--- src/etp_pkg.sv ---
`default_nettype none
package etp_pkg;

   localparam int DEF_MAX_NODES = 1024;

   localparam int ACTION_W = 2;
   localparam int INDEX_W  = 10;
   localparam int COUNT_W  = 11;

   typedef logic [ACTION_W-1:0] action_type;
   typedef logic [INDEX_W-1:0]  index_type;
   typedef logic [COUNT_W-1:0]  count_type;

   localparam action_type ACT_BEGIN = 2'd0;
   localparam action_type ACT_ENTRY = 2'd1;
   localparam action_type ACT_READ  = 2'd2;

   localparam logic KIND_ATTACH = 1'b0;
   localparam logic KIND_ANSWER = 1'b1;

   localparam count_type ACTIVE_DIM_RESET = 11'd1024;

   typedef struct packed {
      logic link;
      logic top;
      logic par;
   } store_we_type;

endpackage
`default_nettype wire

--- src/etp_if.sv ---
`default_nettype none
interface etp_req_if;
   logic                 valid;
   logic                 ready;
   etp_pkg::action_type  action;
   etp_pkg::index_type   row_index;
   etp_pkg::index_type   col_index;
   etp_pkg::index_type   query_node;

   modport source (output valid, action, row_index, col_index, query_node, input ready);
   modport sink (input valid, action, row_index, col_index, query_node, output ready);
endinterface

interface etp_rsp_if;
   logic                 valid;
   logic                 ready;
   logic                 kind;
   etp_pkg::index_type   child_node;
   etp_pkg::count_type   parent_node;

   modport source (output valid, kind, child_node, parent_node, input ready);
   modport sink (input valid, kind, child_node, parent_node, output ready);
endinterface

`default_nettype wire

--- src/etp_seq.sv ---
`default_nettype none
module etp_seq #(
   parameter int MAX_NODES = etp_pkg::DEF_MAX_NODES
) (
   input  wire                          clock,
   input  wire                          reset,
   etp_req_if.sink                      req_bus,
   etp_rsp_if.source                    rsp_bus,
   input  etp_pkg::count_type           active_dim,
   output etp_pkg::store_we_type        we,
   output logic [$clog2(MAX_NODES)-1:0] rd_addr,
   output logic [$clog2(MAX_NODES)-1:0] link_waddr,
   output logic [$clog2(MAX_NODES)-1:0] link_wdata,
   output logic [$clog2(MAX_NODES)-1:0] top_waddr,
   output logic [$clog2(MAX_NODES)-1:0] top_wdata,
   output logic [$clog2(MAX_NODES)-1:0] par_waddr,
   output etp_pkg::count_type           par_wdata,
   input  wire  [$clog2(MAX_NODES)-1:0] link_q,
   input  wire  [$clog2(MAX_NODES)-1:0] top_q,
   input  etp_pkg::count_type           par_q
);

   localparam int ADDR_W = $clog2(MAX_NODES);
   localparam int STEP_W = $clog2(MAX_NODES + 1);
   localparam logic [STEP_W-1:0] STEP_LIMIT = STEP_W'(MAX_NODES);

   typedef enum logic [6:0] {
      S_IDLE  = 7'b0000001,
      S_LINK  = 7'b0000010,
      S_HALVE = 7'b0000100,
      S_TOP   = 7'b0001000,
      S_PAR   = 7'b0010000,
      S_QRY   = 7'b0100000,
      S_EMIT  = 7'b1000000
   } state_type;

   state_type          state_ff, state_in;
   logic [ADDR_W-1:0]  x_ff, x_in;
   logic [ADDR_W-1:0]  rep_ff, rep_in;
   logic [ADDR_W-1:0]  top_ff, top_in;
   logic [STEP_W-1:0]  steps_ff, steps_in;
   etp_pkg::index_type cur_row_ff, cur_row_in;
   logic [ADDR_W-1:0]  cur_rep_ff, cur_rep_in;
   logic               res_kind_ff, res_kind_in;
   etp_pkg::index_type res_child_ff, res_child_in;
   etp_pkg::count_type res_parent_ff, res_parent_in;
   logic               rsp_valid_ff, rsp_valid_in;
   logic               rsp_kind_ff, rsp_kind_in;
   etp_pkg::index_type rsp_child_ff, rsp_child_in;
   etp_pkg::count_type rsp_parent_ff, rsp_parent_in;

   assign req_bus.ready       = (state_ff == S_IDLE);
   assign rsp_bus.valid       = rsp_valid_ff;
   assign rsp_bus.kind        = rsp_kind_ff;
   assign rsp_bus.child_node  = rsp_child_ff;
   assign rsp_bus.parent_node = rsp_parent_ff;

   always_comb begin
      state_in      = state_ff;
      x_in          = x_ff;
      rep_in        = rep_ff;
      top_in        = top_ff;
      steps_in      = steps_ff;
      cur_row_in    = cur_row_ff;
      cur_rep_in    = cur_rep_ff;
      res_kind_in   = res_kind_ff;
      res_child_in  = res_child_ff;
      res_parent_in = res_parent_ff;
      rsp_valid_in  = rsp_valid_ff && !rsp_bus.ready;
      rsp_kind_in   = rsp_kind_ff;
      rsp_child_in  = rsp_child_ff;
      rsp_parent_in = rsp_parent_ff;
      we            = '0;
      rd_addr       = x_ff;
      link_waddr    = x_ff;
      link_wdata    = link_q;
      top_waddr     = cur_rep_ff;
      top_wdata     = ADDR_W'(cur_row_ff);
      par_waddr     = top_ff;
      par_wdata     = etp_pkg::count_type'(cur_row_ff);

      unique case (state_ff)
         S_IDLE: begin
            if (req_bus.valid) begin
               unique case (req_bus.action)
                  etp_pkg::ACT_BEGIN: begin
                     if ((etp_pkg::count_type'(req_bus.row_index) < active_dim) &&
                         (32'(req_bus.row_index) < MAX_NODES)) begin
                        we         = '{link: 1'b1, top: 1'b1, par: 1'b1};
                        link_waddr = ADDR_W'(req_bus.row_index);
                        link_wdata = ADDR_W'(req_bus.row_index);
                        top_waddr  = ADDR_W'(req_bus.row_index);
                        top_wdata  = ADDR_W'(req_bus.row_index);
                        par_waddr  = ADDR_W'(req_bus.row_index);
                        par_wdata  = active_dim;
                        cur_row_in = req_bus.row_index;
                        cur_rep_in = ADDR_W'(req_bus.row_index);
                     end
                  end
                  etp_pkg::ACT_ENTRY: begin
                     if (req_bus.col_index < cur_row_ff) begin
                        x_in     = ADDR_W'(req_bus.col_index);
                        rd_addr  = ADDR_W'(req_bus.col_index);
                        steps_in = '0;
                        state_in = S_LINK;
                     end
                  end
                  etp_pkg::ACT_READ: begin
                     res_kind_in  = etp_pkg::KIND_ANSWER;
                     res_child_in = req_bus.query_node;
                     if (32'(req_bus.query_node) < MAX_NODES) begin
                        rd_addr  = ADDR_W'(req_bus.query_node);
                        state_in = S_QRY;
                     end else begin
                        res_parent_in = active_dim;
                        state_in      = S_EMIT;
                     end
                  end
                  default: begin
                  end
               endcase
            end
         end
         S_LINK: begin
            if ((link_q == x_ff) || (steps_ff == STEP_LIMIT)) begin
               rep_in   = x_ff;
               rd_addr  = x_ff;
               state_in = S_TOP;
            end else begin
               rd_addr  = link_q;
               state_in = S_HALVE;
            end
         end
         S_HALVE: begin
            we.link    = 1'b1;
            link_waddr = x_ff;
            link_wdata = link_q;
            x_in       = link_q;
            rd_addr    = link_q;
            steps_in   = steps_ff + 1'b1;
            state_in   = S_LINK;
         end
         S_TOP: begin
            top_in   = top_q;
            rd_addr  = top_q;
            state_in = S_PAR;
         end
         S_PAR: begin
            if ((par_q == active_dim) && (32'(top_ff) != 32'(cur_row_ff))) begin
               we.par = 1'b1;
               we.top = 1'b1;
               if (rep_ff != cur_rep_ff) begin
                  we.link    = 1'b1;
                  link_waddr = rep_ff;
                  link_wdata = cur_rep_ff;
               end
               res_kind_in   = etp_pkg::KIND_ATTACH;
               res_child_in  = etp_pkg::index_type'(top_ff);
               res_parent_in = etp_pkg::count_type'(cur_row_ff);
               state_in      = S_EMIT;
            end else begin
               state_in = S_IDLE;
            end
         end
         S_QRY: begin
            res_parent_in = par_q;
            state_in      = S_EMIT;
         end
         S_EMIT: begin
            if (!rsp_valid_ff || rsp_bus.ready) begin
               rsp_valid_in  = 1'b1;
               rsp_kind_in   = res_kind_ff;
               rsp_child_in  = res_child_ff;
               rsp_parent_in = res_parent_ff;
               state_in      = S_IDLE;
            end
         end
         default: begin
            state_in = S_IDLE;
         end
      endcase
   end

   always_ff @(posedge clock) begin
      if (reset) begin
         state_ff     <= S_IDLE;
         cur_row_ff   <= '0;
         cur_rep_ff   <= '0;
         rsp_valid_ff <= 1'b0;
      end else begin
         state_ff     <= state_in;
         cur_row_ff   <= cur_row_in;
         cur_rep_ff   <= cur_rep_in;
         rsp_valid_ff <= rsp_valid_in;
      end
   end

   always_ff @(posedge clock) begin
      x_ff          <= x_in;
      rep_ff        <= rep_in;
      top_ff        <= top_in;
      steps_ff      <= steps_in;
      res_kind_ff   <= res_kind_in;
      res_child_ff  <= res_child_in;
      res_parent_ff <= res_parent_in;
      rsp_kind_ff   <= rsp_kind_in;
      rsp_child_ff  <= rsp_child_in;
      rsp_parent_ff <= rsp_parent_in;
   end

endmodule
`default_nettype wire

--- src/flat_wrapper.sv ---
// flat-port wrapper written by rule: the top's interface ports become plain ports
module etp_seq_flat 
#(
   parameter int MAX_NODES = etp_pkg::DEF_MAX_NODES
)
  (clock, reset, active_dim, we, rd_addr, link_waddr, link_wdata, top_waddr, top_wdata, par_waddr, par_wdata, link_q, top_q, par_q, req_bus_valid, req_bus_action, req_bus_row_index, req_bus_col_index, req_bus_query_node, req_bus_ready, rsp_bus_valid, rsp_bus_kind, rsp_bus_child_node, rsp_bus_parent_node, rsp_bus_ready);
  etp_req_if req_bus_i ();
  etp_rsp_if rsp_bus_i ();
  input  wire clock;
  input  wire reset;
  input  etp_pkg::count_type active_dim;
  output etp_pkg::store_we_type we;
  output logic [$clog2(MAX_NODES)-1:0] rd_addr;
  output logic [$clog2(MAX_NODES)-1:0] link_waddr;
  output logic [$clog2(MAX_NODES)-1:0] link_wdata;
  output logic [$clog2(MAX_NODES)-1:0] top_waddr;
  output logic [$clog2(MAX_NODES)-1:0] top_wdata;
  output logic [$clog2(MAX_NODES)-1:0] par_waddr;
  output etp_pkg::count_type par_wdata;
  input  wire  [$clog2(MAX_NODES)-1:0] link_q;
  input  wire  [$clog2(MAX_NODES)-1:0] top_q;
  input  etp_pkg::count_type par_q;
  input wire logic [$bits(req_bus_i.valid)-1:0] req_bus_valid;
  input wire logic [$bits(req_bus_i.action)-1:0] req_bus_action;
  input wire logic [$bits(req_bus_i.row_index)-1:0] req_bus_row_index;
  input wire logic [$bits(req_bus_i.col_index)-1:0] req_bus_col_index;
  input wire logic [$bits(req_bus_i.query_node)-1:0] req_bus_query_node;
  output wire logic [$bits(req_bus_i.ready)-1:0] req_bus_ready;
  output wire logic [$bits(rsp_bus_i.valid)-1:0] rsp_bus_valid;
  output wire logic [$bits(rsp_bus_i.kind)-1:0] rsp_bus_kind;
  output wire logic [$bits(rsp_bus_i.child_node)-1:0] rsp_bus_child_node;
  output wire logic [$bits(rsp_bus_i.parent_node)-1:0] rsp_bus_parent_node;
  input wire logic [$bits(rsp_bus_i.ready)-1:0] rsp_bus_ready;
  assign req_bus_i.valid = req_bus_valid;
  assign req_bus_i.action = req_bus_action;
  assign req_bus_i.row_index = req_bus_row_index;
  assign req_bus_i.col_index = req_bus_col_index;
  assign req_bus_i.query_node = req_bus_query_node;
  assign req_bus_ready = req_bus_i.ready;
  assign rsp_bus_valid = rsp_bus_i.valid;
  assign rsp_bus_kind = rsp_bus_i.kind;
  assign rsp_bus_child_node = rsp_bus_i.child_node;
  assign rsp_bus_parent_node = rsp_bus_i.parent_node;
  assign rsp_bus_i.ready = rsp_bus_ready;
  etp_seq #(.MAX_NODES(MAX_NODES)) u_core (.clock(clock), .reset(reset), .req_bus(req_bus_i), .rsp_bus(rsp_bus_i), .active_dim(active_dim), .we(we), .rd_addr(rd_addr), .link_waddr(link_waddr), .link_wdata(link_wdata), .top_waddr(top_waddr), .top_wdata(top_wdata), .par_waddr(par_waddr), .par_wdata(par_wdata), .link_q(link_q), .top_q(top_q), .par_q(par_q));
endmodule
--- config.mk ---
export PLATFORM = sky130hd
export DESIGN_NAME = etp_seq_flat
export DESIGN_NICKNAME = d
export VERILOG_FILES = /design/src/etp_pkg.sv /design/src/etp_if.sv /design/src/etp_seq.sv /design/src/flat_wrapper.sv
export SDC_FILE = /design/constraint.sdc
export NUM_CORES = 1
export LEC_CHECK = 0
export ABC_AREA = 1
export BUFFER_PORTS_ARGS = -buffer_cell sky130_fd_sc_hd__buf_4
export CORE_MARGIN = 2
export CORE_UTILIZATION = 36
export DETAILED_ROUTE_END_ITERATION = 7
export HOLD_SLACK_MARGIN = 0.12
export PLACE_DENSITY = 0.58
export SYNTH_ARGS = -nofsm -noshare
export SYNTH_HDL_FRONTEND = slang
export SYNTH_SLANG_ARGS = --single-unit
--- constraint.sdc ---
create_clock -name clock -period 3.1 [get_ports clock]
set_input_delay 0.31 -clock clock [delete_from_list [all_inputs] [get_ports clock]]
set_output_delay 0.31 -clock clock [all_outputs]
set_load 0.005 [all_outputs]
==> summary.txt <==
Placement
  • # placed instances: 1470
  • Cell area after placement: about 9000 sq um
  • Port Buffers: 175
  • DPL Wire Length: about 21 mm
  • Dpl ws: 0.477 ns
  • GPL Wtd Cong: about 0.94

STA
  • Final Setup Violations: 0
  • Fin crit share: 93.9%
  • Slew @ Worst Pin: 0.730 ns
  • Setup ws final: between 0.15 and 0.2 ns
  • Fin. max-slew vios: 0
  • Max frequency: approximately 340 MHz
  • Min cycle time layout: 2.91 ns
  • Slew HR: 51.2%
  • Final setup skew: 0.00853 ns
  • Final hold viol count: 0

Clock network
  • CTS Buf Count: 17
  • CTS tree: yes
  • H-tree lvl count: 4
  • CTS sink cnt: between 100 and 150
  • Setup bufs post-CTS: 0
  • Worst skew pair latency: 0.44 ns
  • Clk buf depth: 2
  • Clk slew on worst S/H paths: 0.06 ns
  • Root Driver: clkbuf_16

Synthesis
  • Synth Instances: 1042
  • Predominant post-synthesis flop cell: edfxtp_1
  • Post-synth net total: 1143
  • Seq/Total Area, Yosys: 42.1%
  • Synth warnings: 0
  • Cell variety after synth: 32
  • Flip-flop and latch count after synthesis: roughly 110
  • Largest area contributor in the netlist: edfxtp_1
  • Top cells by area, synth: edfxtp_1 (35%), nand2_1 (17%), inv_1 (8.6%), dfxtp_1 (7.6%), nand3_1 (7.6%)
  • Async S/R FF share, synth: 0%
  • Top-count cell post-synth: nand2_1
  • Share of the synthesized area in the top cell type: about a third
  • Synth Area per Inst: 7.09 sq um
  • EDFF count, synth: 85
  • Cell Area, Synth: 7390 sq um
  • Post-synth top cells: nand2_1 (340), inv_1 (170), nand3_1 (112)

Status
  • Status: finished, final reports clean

Die
  • I/O pin cnt: 176
  • DIE WIDTH: 147 um
  • Initial Util: between 30 and 40%
  • Site row count: 52
  • DIE AREA: ~22000 sq um
  • Die Y: approximately 150 um
  • Core outline area: 20200 sq um

Setup path
  • Path type of the worst setup path: reg2out
  • CP max FO: 12
  • Endpoint arrival time on the critical path: ~2.6 ns
  • CP endpoint kind: output pin
  • Startpoint Class: flip-flop
  • Worst Path Required: 2.79 ns

Layout
  • Finished Cell Area: 9780 sq um
  • Fillers: 2037
  • Fin nets: roughly 1300
  • Non-filler cells, final: 1513
  • Share of layout cells above drive strength 1: 20.0%
  • Synth-to-layout area growth: 32.3%

GRT
  • Pin count of the biggest net entering global routing: 34
  • Grt total ovfl: 0
  • Vias in the first global route: between 7000 and 8000
  • Initial antenna violation count: 1
  • First-pass GRT wire length: 41.0 mm
  • Tot GR Track Use: between 20% and 30%

Run
  • Max Cap Viol: 0

Routing
  • Vias per cell: approximately 5.0
  • DRT Pass-1 Iters: 5
  • Routed len/inst: 18.1 um
  • DRT antenna net count: 0
  • First DRT Iteration DRCs: 704
  • DRC viols: 0
  • Final wirelength: 27.4 mm
  • Vias: 7635

Power and ir drop
  • Combinational Power Share: 31.3%
  • Clock network power share: 35.7%
  • Internal power: 3870 uW
  • Leakage: 0.00484 uW
  • Sw frac: 34.6%
  • PwrDens: around 600 nW/um^2
  • Flop pwr share: 33.0%
  • Worst VDD drop: between 0.0004 and 0.0005 V
  • Switching Power: 2040 uW

Hold path
  • Min-Delay Path Class: in2reg
==> path summary, 6_finish.rpt <==
path | startpoint | end | slack (ns) | cells after the start
min | par_q[4] | u_core.res_parent_ff[4] | 0.19 | 3
max reg2reg | u_core.cur_row_ff[8] | u_core.steps_ff[9] | 0.89 | 10
max | u_core.cur_row_ff[4] | rd_addr[5] | 0.19 | 13
min reg2reg | u_core.res_child_ff[1] | u_core.rsp_bus.child_node[1] | 0.42 | 0
==> cells in the final DEF (no fill, tap or decap), drive strengths merged, types with 2 or more instances in the layout <==
cell	synthesis	final
dlygate4sd3	0	10
inv	173	181
nor3	8	8
xor2	5	5
dfxtp	28	28
bufinv	0	3
nand3b	2	2
ha	23	23
nand4	34	34
clkinv	0	4
nand3	113	113
clkbuf	17	17
a21oi	55	55
o21ai	49	49
buf	22	197
xnor2	15	15
nor2	60	60
edfxtp	85	85
nand2	346	346
==> cell families (layout without fill, tap and decap cells) <==
kind of cell / count (synthesis) / count (layout) / share of synthesized area (%)
fa+ha+maj: 23 / 23 / 3.90
xor+xnor: 20 / 20 / 2.37
other cells: 0 / 1 / 0
simple gates: 565 / 565 / 32.8
buf+inv: 212 / 412 / 11.3
compound gates: 109 / 109 / 7.55
flops: 113 / 113 / 42.1
==> power by group through the flow <==
stage | sequential, uW | clock [uW] | combinational [uW]
finish | 1950 | 2110 | 1850
global route | 1970 | 2180 | 2040
CTS | 1940 | 2120 | 1850
detailed placement | 1980 | 0 | 1830
global placement | 1970 | 0 | 1830
floorplan | 1930 | 0 | 968
==> registers in the layout, summed over array words and instances, names as in the netlist <==
name	cells
u_core.cur_row_ff	10
u_core.rsp_bus.child_node	10
u_core.rsp_bus.parent_node	11
u_core.x_ff	10
u_core.rsp_bus.valid	1
u_core.rep_ff	10
u_core.top_ff	10
u_core.rsp_bus.kind	1
u_core.res_kind_ff	1
u_core.res_child_ff	10
u_core.state_ff	7
u_core.cur_rep_ff	10
u_core.steps_ff	11
u_core.res_parent_ff	11
==> critical path, stage by stage (launching register included) <==
cell and delay [ns]:
dfxtp_1 0.39, inv_1 0.12, ha_1 0.28, nand2_1 0.06, nor2_1 0.22, nand3_4 0.17
nand3_1 0.10, buf_4 0.21, nand2_1 0.10, nand3_1 0.08, nand2_1 0.07, nand2_1 0.06
nand3_1 0.13, buf_4 0.17
==> timing repair <==
| item | CTS | global route |
|---|---|---|
| resized for setup | 1 | 6 |
| endpoints found under the hold margin | 10 | 0 |
| cloned | 0 | 0 |
| setup endpoints to repair | 1 | 10 |
| hold buffers | 10 | 0 |
==> cell type report <==
cell class	instances	area, sq um	area share [%]
antenna	1	2.50	0.0256
clock buffer	17	425	4.35
clock inverter	15	195	2.00
inverter	173	649	6.64
multi-input combinational	717	3470	35.5
sequential	113	3110	31.9
tap	270	338	3.46
timing repair buffer	207	1580	16.2
==> layer usage <==
metal | vias to the layer above | GRT usage [%] | part of all wire [%]
met5 | - | 0 | 0
met4 | 0 | 12.0 | 4.7
met3 | 63 | 4.81 | 6.7
met2 | 345 | 39.8 | 45
met1 | 3491 | 33.6 | 44
li1 | 3736 | - | -
==> stage by stage <==
step | setup TNS [ns] | hold WS (ns) | util (%) | power [uW]
CTS | 0 | 0.173 | 48.3 | 5920
global placement | 0 | 0.402 | 44.7 | 3800
global route | -0.00465 | 0.184 | 48.5 | 6190
floorplan | 0 | 0.400 | - | 2900
finish | 0 | 0.187 | 48.5 | 5910
detailed placement | 0 | 0.405 | 44.7 | 3810
Note: power is estimated with default switching activity, not from simulation.
